**src/hdl/tfn_pkg.sv**
```systemverilog
// Shared types and constants of the triangle face normal block.
// No dependencies; used by tfn_cross, tfn_sumsq, tfn_step and the top level.
package tfn_pkg;

	localparam int FIELD_W     = 16;
	localparam int IN_FIELDS   = 9;
	localparam int OUT_FIELDS  = 3;
	localparam int IN_TDATA_W  = FIELD_W * IN_FIELDS;
	localparam int OUT_TDATA_W = FIELD_W * OUT_FIELDS;

	// per-item tag carried beside the datapath
	typedef struct packed {
		logic       degen;
		logic [2:0] neg;
	} tag_t;

endpackage

```
**src/hdl/tfn_step.sv**
```systemverilog
// One bit of the rounded normalization search, for all three components.
// Decides bit STEP_BIT of q from a shift-and-add remainder update. Uses tfn_pkg.
module tfn_step #(
	parameter int COORD_WIDTH      = 16,
	parameter int NORMAL_FRAC_BITS = 14,
	parameter int STEP_BIT         = 0
) (
	input  logic                                   clk,
	input  logic                                   en,
	input  logic [4*COORD_WIDTH+5:0]               sum_in,
	input  logic [2:0][4*COORD_WIDTH+2*NORMAL_FRAC_BITS+11:0] rem_in,
	input  logic [2:0][4*COORD_WIDTH+NORMAL_FRAC_BITS+9:0]    vacc_in,
	input  logic [2:0][NORMAL_FRAC_BITS:0]         q_in,
	input  tfn_pkg::tag_t                          tag_in,
	output logic [4*COORD_WIDTH+5:0]               sum_out,
	output logic [2:0][4*COORD_WIDTH+2*NORMAL_FRAC_BITS+11:0] rem_out,
	output logic [2:0][4*COORD_WIDTH+NORMAL_FRAC_BITS+9:0]    vacc_out,
	output logic [2:0][NORMAL_FRAC_BITS:0]         q_out,
	output tfn_pkg::tag_t                          tag_out
);
	localparam int F  = NORMAL_FRAC_BITS;
	localparam int K  = STEP_BIT;
	localparam int MW = 2 * COORD_WIDTH + 2;
	localparam int SW = 2 * MW + 2;
	localparam int RW = SW + 2 * F + 6;
	localparam int VW = SW + F + 4;
	localparam int QW = F + 1;

	logic [SW-1:0]      sum_q;
	logic [2:0][RW-1:0] rem_q;
	logic [2:0][VW-1:0] vacc_q;
	logic [2:0][QW-1:0] qv_q;
	tfn_pkg::tag_t      tag_q;

	// raising q by d=2^K grows (2q-1)^2*S by 4d*(2q-1)*S + 4d^2*S
	always_ff @(posedge clk) begin
		logic signed [RW-1:0] vx;
		logic [RW-1:0]        delta;
		logic [RW-1:0]        cand;
		if (en) begin
			for (int i = 0; i < 3; i++) begin
				vx    = RW'($signed(vacc_in[i]));
				delta = RW'(vx <<< (K+2)) + (RW'(sum_in) << (2*K+2));
				cand  = rem_in[i] - delta;
				if (!cand[RW-1]) begin
					rem_q[i]  <= cand;
					vacc_q[i] <= vacc_in[i] + (VW'(sum_in) << (K+1));
					qv_q[i]   <= q_in[i] | (QW'(1) << K);
				end else begin
					rem_q[i]  <= rem_in[i];
					vacc_q[i] <= vacc_in[i];
					qv_q[i]   <= q_in[i];
				end
			end
			sum_q <= sum_in;
			tag_q <= tag_in;
		end
	end

	assign sum_out  = sum_q;
	assign rem_out  = rem_q;
	assign vacc_out = vacc_q;
	assign q_out    = qv_q;
	assign tag_out  = tag_q;

endmodule

```
**config.mk**
```make
export PLATFORM = sky130hd
export DESIGN_NAME = tfn_step
export DESIGN_NICKNAME = d
export VERILOG_FILES = /design/src/hdl/tfn_pkg.sv /design/src/hdl/tfn_step.sv
export SDC_FILE = /design/constraint.sdc
export NUM_CORES = 2
export LEC_CHECK = 0
export BUFFER_PORTS_ARGS = -buffer_cell sky130_fd_sc_hd__buf_2
export CORE_AREA = 5 5 532 534
export CTS_CLUSTER_SIZE = 25
export DETAILED_ROUTE_END_ITERATION = 12
export DIE_AREA = 0 0 537 539
export PLACE_DENSITY = 0.46
export SYNTH_ARGS = -nofsm -noshare
export SYNTH_HDL_FRONTEND = slang
export SYNTH_SLANG_ARGS = --single-unit
```
**constraint.sdc**
```tcl
create_clock -name clk -period 11.9 [get_ports clk]
set_clock_uncertainty 0.1 [all_clocks]
set_input_delay 2.38 -clock clk [delete_from_list [all_inputs] [get_ports clk]]
set_output_delay 2.38 -clock clk [all_outputs]
set_load 0.05 [all_outputs]
```
==> impl_metrics.csv <==
group,metric,value,unit
die,die_w,537,um
cts,post-cts-setup-buffers,0,
timing,fin_tns_setup,0,ns
timing,fmax,0.0948,GHz
drt,vias,72400,
cts,cts_tree,"yes",
drt,viasPerCell,5.36,
place,place.gp.congestion,0.968,
die,start_util,0.254,
power_and_ir_drop,power_frac_comb,0.522,
yosys,synth_edf_count,695,
setup_path,worstPathArrival,11.05,ns
global_route,grt_use_total,0.258,
yosys,post_synth.cell_area_avg,8.31,sq um
setup_path,max_stage_delay,0.79,ns
drt,wirelength_met1,163,mm
timing,setup_viol,0,
power_and_ir_drop,clkPwrFrac,0.234,
setup_path,critPathLaunch,"sum_in[6]",
die,dieArea,289000,sq um
yosys,synth_nets,9922,
drt,wl_met3,26.8,mm
power_and_ir_drop,p_sw_frac,0.478,
place,post-place-ws,0.631,ns
drt,drt_iter0_drc,6454,
timing,tightest_slew,1.21,ns
die,rows,194,
yosys,ys_seq_area_frac,0.296,
finish,drive_gt1_frac,0.178,
yosys,netlist-cell-type-count,94,
global_route,grt_max_degree,136,
setup_path,slowest_stage,"nor4_1",
global_route,antenna_found_initial,140,
place,place_hpwl,331,mm
power_and_ir_drop,power_density,171,nW/um^2
hold_path,min_from,"q_in[31]",
timing,slew_headroom,0.172,
cts,htreeDepth,3,
status,status,"complete, no violations",
place,port_buffers,1391,
drt,wl,394,mm
yosys,synthArstFlopShare,0,
die,die_height,539,um
finish,layout.nets,11100,
power_and_ir_drop,seq_power_share,0.244,
drt,wl_met2,184,mm
finish,n_fill_cell,29900,
setup_path,critical_path_class,"primary input to flip-flop",
setup_path,cp_common_cell,"a21oi_1",
cts,cts.sinks,695,
yosys,syn_inst,8493,
yosys,syn-cell-area,70600,sq um
yosys,synth-main-ff-cell,"edfxtp_1",
timing,fin_ws,1.35,ns
drt,ant_nets,0,
cts,clk_pin_slew_worst_paths,0.06,ns
power_and_ir_drop,power_leakage,36.4,nW
power_and_ir_drop,ir_worst_vdd,0.134,mV
timing,min_period,10.55,ns
cts,ctsResizeCount,0,
cts,numCtsBuffers,103,
yosys,yosys_warnings,0,
hold_path,hold_path.class,"primary input to flip-flop",
cts,cts_root_buffer,"clkbuf_16",
timing,post-route-period-util,0.886,
global_route,grt_overflow_total,0,
die,io_pins,1392,
power_and_ir_drop,p_int,0.00758,W
drt,firstDrtPassIters,8,
finish,area_delta_synth_final,20.6,%
setup_path,critPathLaunchType,"primary input",
run,cap_violations,0,
drt,drcViolationCount,0,
global_route,grt_pass1_vias,71100,
power_and_ir_drop,switchingPower,0.00695,W
timing,hold_violations,0,
setup_path,critPathRequiredTime,12.41,ns
cts,cts_max_path_buffers,4,
setup_path,crit_path_max_fanout,36,
timing,rsz0062_at_grt,"false",
drt,wl_per_cell,29.2,um
drt,topRoutingLayerUsed,"met5",
timing,maxSlewViolCount,0,
yosys,ys_seq_elements,695,
setup_path,critPathCaptureType,"flip-flop",
cts,cts_hold_buf,0,
global_route,grt_pass1_wl,539,mm
die,core_area,278000,sq um
final timing paths:
| check | to | slack (ns) | depth (start not counted) |
|---|---|---|---|
| setup / recovery | rem_out[229]$_DFFE_PP_ | 1.35 | 31 |
| hold / removal | q_out[31]$_DFFE_PP_ | 1.62 | 1 |
worst max-delay path: cells and delay by family:
family	cells	cell delay [ns]
buf+inv	3	0.73
compound gates	17	4.77
simple gates	8	2.18
fa+ha+maj	2	0.63
xor+xnor	1	0.29
flip-flops by register name (all words and copies together), names as in the netlist:
| name | cells |
|---|---|
| sum_out | 70 |
| rem_out | 312 |
| vacc_out | 264 |
| q_out | 45 |
| tag_out | 4 |
power by group through the flow:
stage / combinational, W / clock [W] / sequential, W
after floorplan: 0.00357 / 0 / 0.00501
after global placement: 0.00756 / 0 / 0.00360
after detailed placement: 0.00753 / 0 / 0.00358
after CTS: 0.00758 / 0.00351 / 0.00355
after global routing: 0.00811 / 0.00361 / 0.00357
final: 0.00759 / 0.00340 / 0.00354
layout by cell type (no fill, tap or decap), types with 70 or more instances in the layout:
cell type,synthesis,routed
nor2_1,693,692
xor2_1,380,380
a31oi_1,100,100
nand2_1,886,886
inv_1,200,200
a21o_1,492,492
buf_4,6,85
and3_1,70,70
nand2b_1,80,80
edfxtp_1,695,695
o21ai_1,144,144
o21ai_0,590,590
nand3_1,155,155
buf_2,65,1390
ha_1,723,723
clkbuf_16,0,105
o21bai_1,158,158
nand4_1,235,235
nor3_1,102,102
a21oi_1,1124,1124
xnor2_1,421,419
per-layer routing:
layer / GRT usage / up-vias
li1: - / 34100
met5: 0 / -
met4: 0.113 / 46
met1: 0.322 / 34800
met2: 0.432 / 2885
met3: 0.0473 / 566
layout make-up:
cell class	instances	area, sq um	area share
Inverter	200	751	0.00882
Antenna cell	48	120	0.00141
Tap cell	3724	4660	0.0548
Clock buffer	114	2660	0.0313
Sequential cell	695	20900	0.245
Multi-Input combinational cell	7174	47200	0.554
Clock inverter	69	946	0.0111
Timing Repair Buffer	1491	7910	0.0930
through the flow:
stage	std cells	total power, W	util	hold slack (ns)	instance area [sq um]
2_1_floorplan	8493	0.00857	-	2.38	70600
3_3_place_gp	13300	0.0112	0.293	2.46	81400
3_5_place_dp	13300	0.0111	0.293	2.46	81400
4_1_cts	13500	0.0146	0.306	1.55	85000
5_1_grt	13500	0.0153	0.306	1.56	85000
6_report	13500	0.0145	0.306	1.62	85100
cell families (layout without fill, tap and decap cells):
group	Yosys count	after routing	synth area share
simple gates	2507	2507	0.165
mux	10	10	0.00156
xor+xnor	802	802	0.0996
buf+inv	624	1874	0.0363
compound gates	3123	3123	0.272
fa+ha+maj	732	732	0.131
flops	695	695	0.296
other cells	0	48	0
Yosys cell counts (34+ instances only):
cell	count	area share
a211oi_1	59	0.0063
a21boi_0	36	0.0038
a21o_1	492	0.052
a21oi_1	1124	0.080
a31oi_1	100	0.0089
and2_1	43	0.0038
and3_1	70	0.0062
and4_1	43	0.0053
buf_2	65	0.0046
clkbuf_1	334	0.018
edfxtp_1	695	0.30
ha_1	723	0.13
inv_1	200	0.011
nand2_1	886	0.047
nand2b_1	80	0.0071
nand3_1	155	0.011
nand4_1	235	0.021
nor2_1	693	0.037
nor2b_1	58	0.0051
nor3_1	102	0.0072
nor4_1	34	0.0030
o211ai_1	37	0.0039
o21a_1	62	0.0066
o21ai_0	590	0.042
o21ai_1	144	0.010
o21bai_1	158	0.017
o31ai_1	46	0.0049
xnor2_1	421	0.052
xor2_1	380	0.047
No activity file was read; power rests on OpenSTA's default activity.
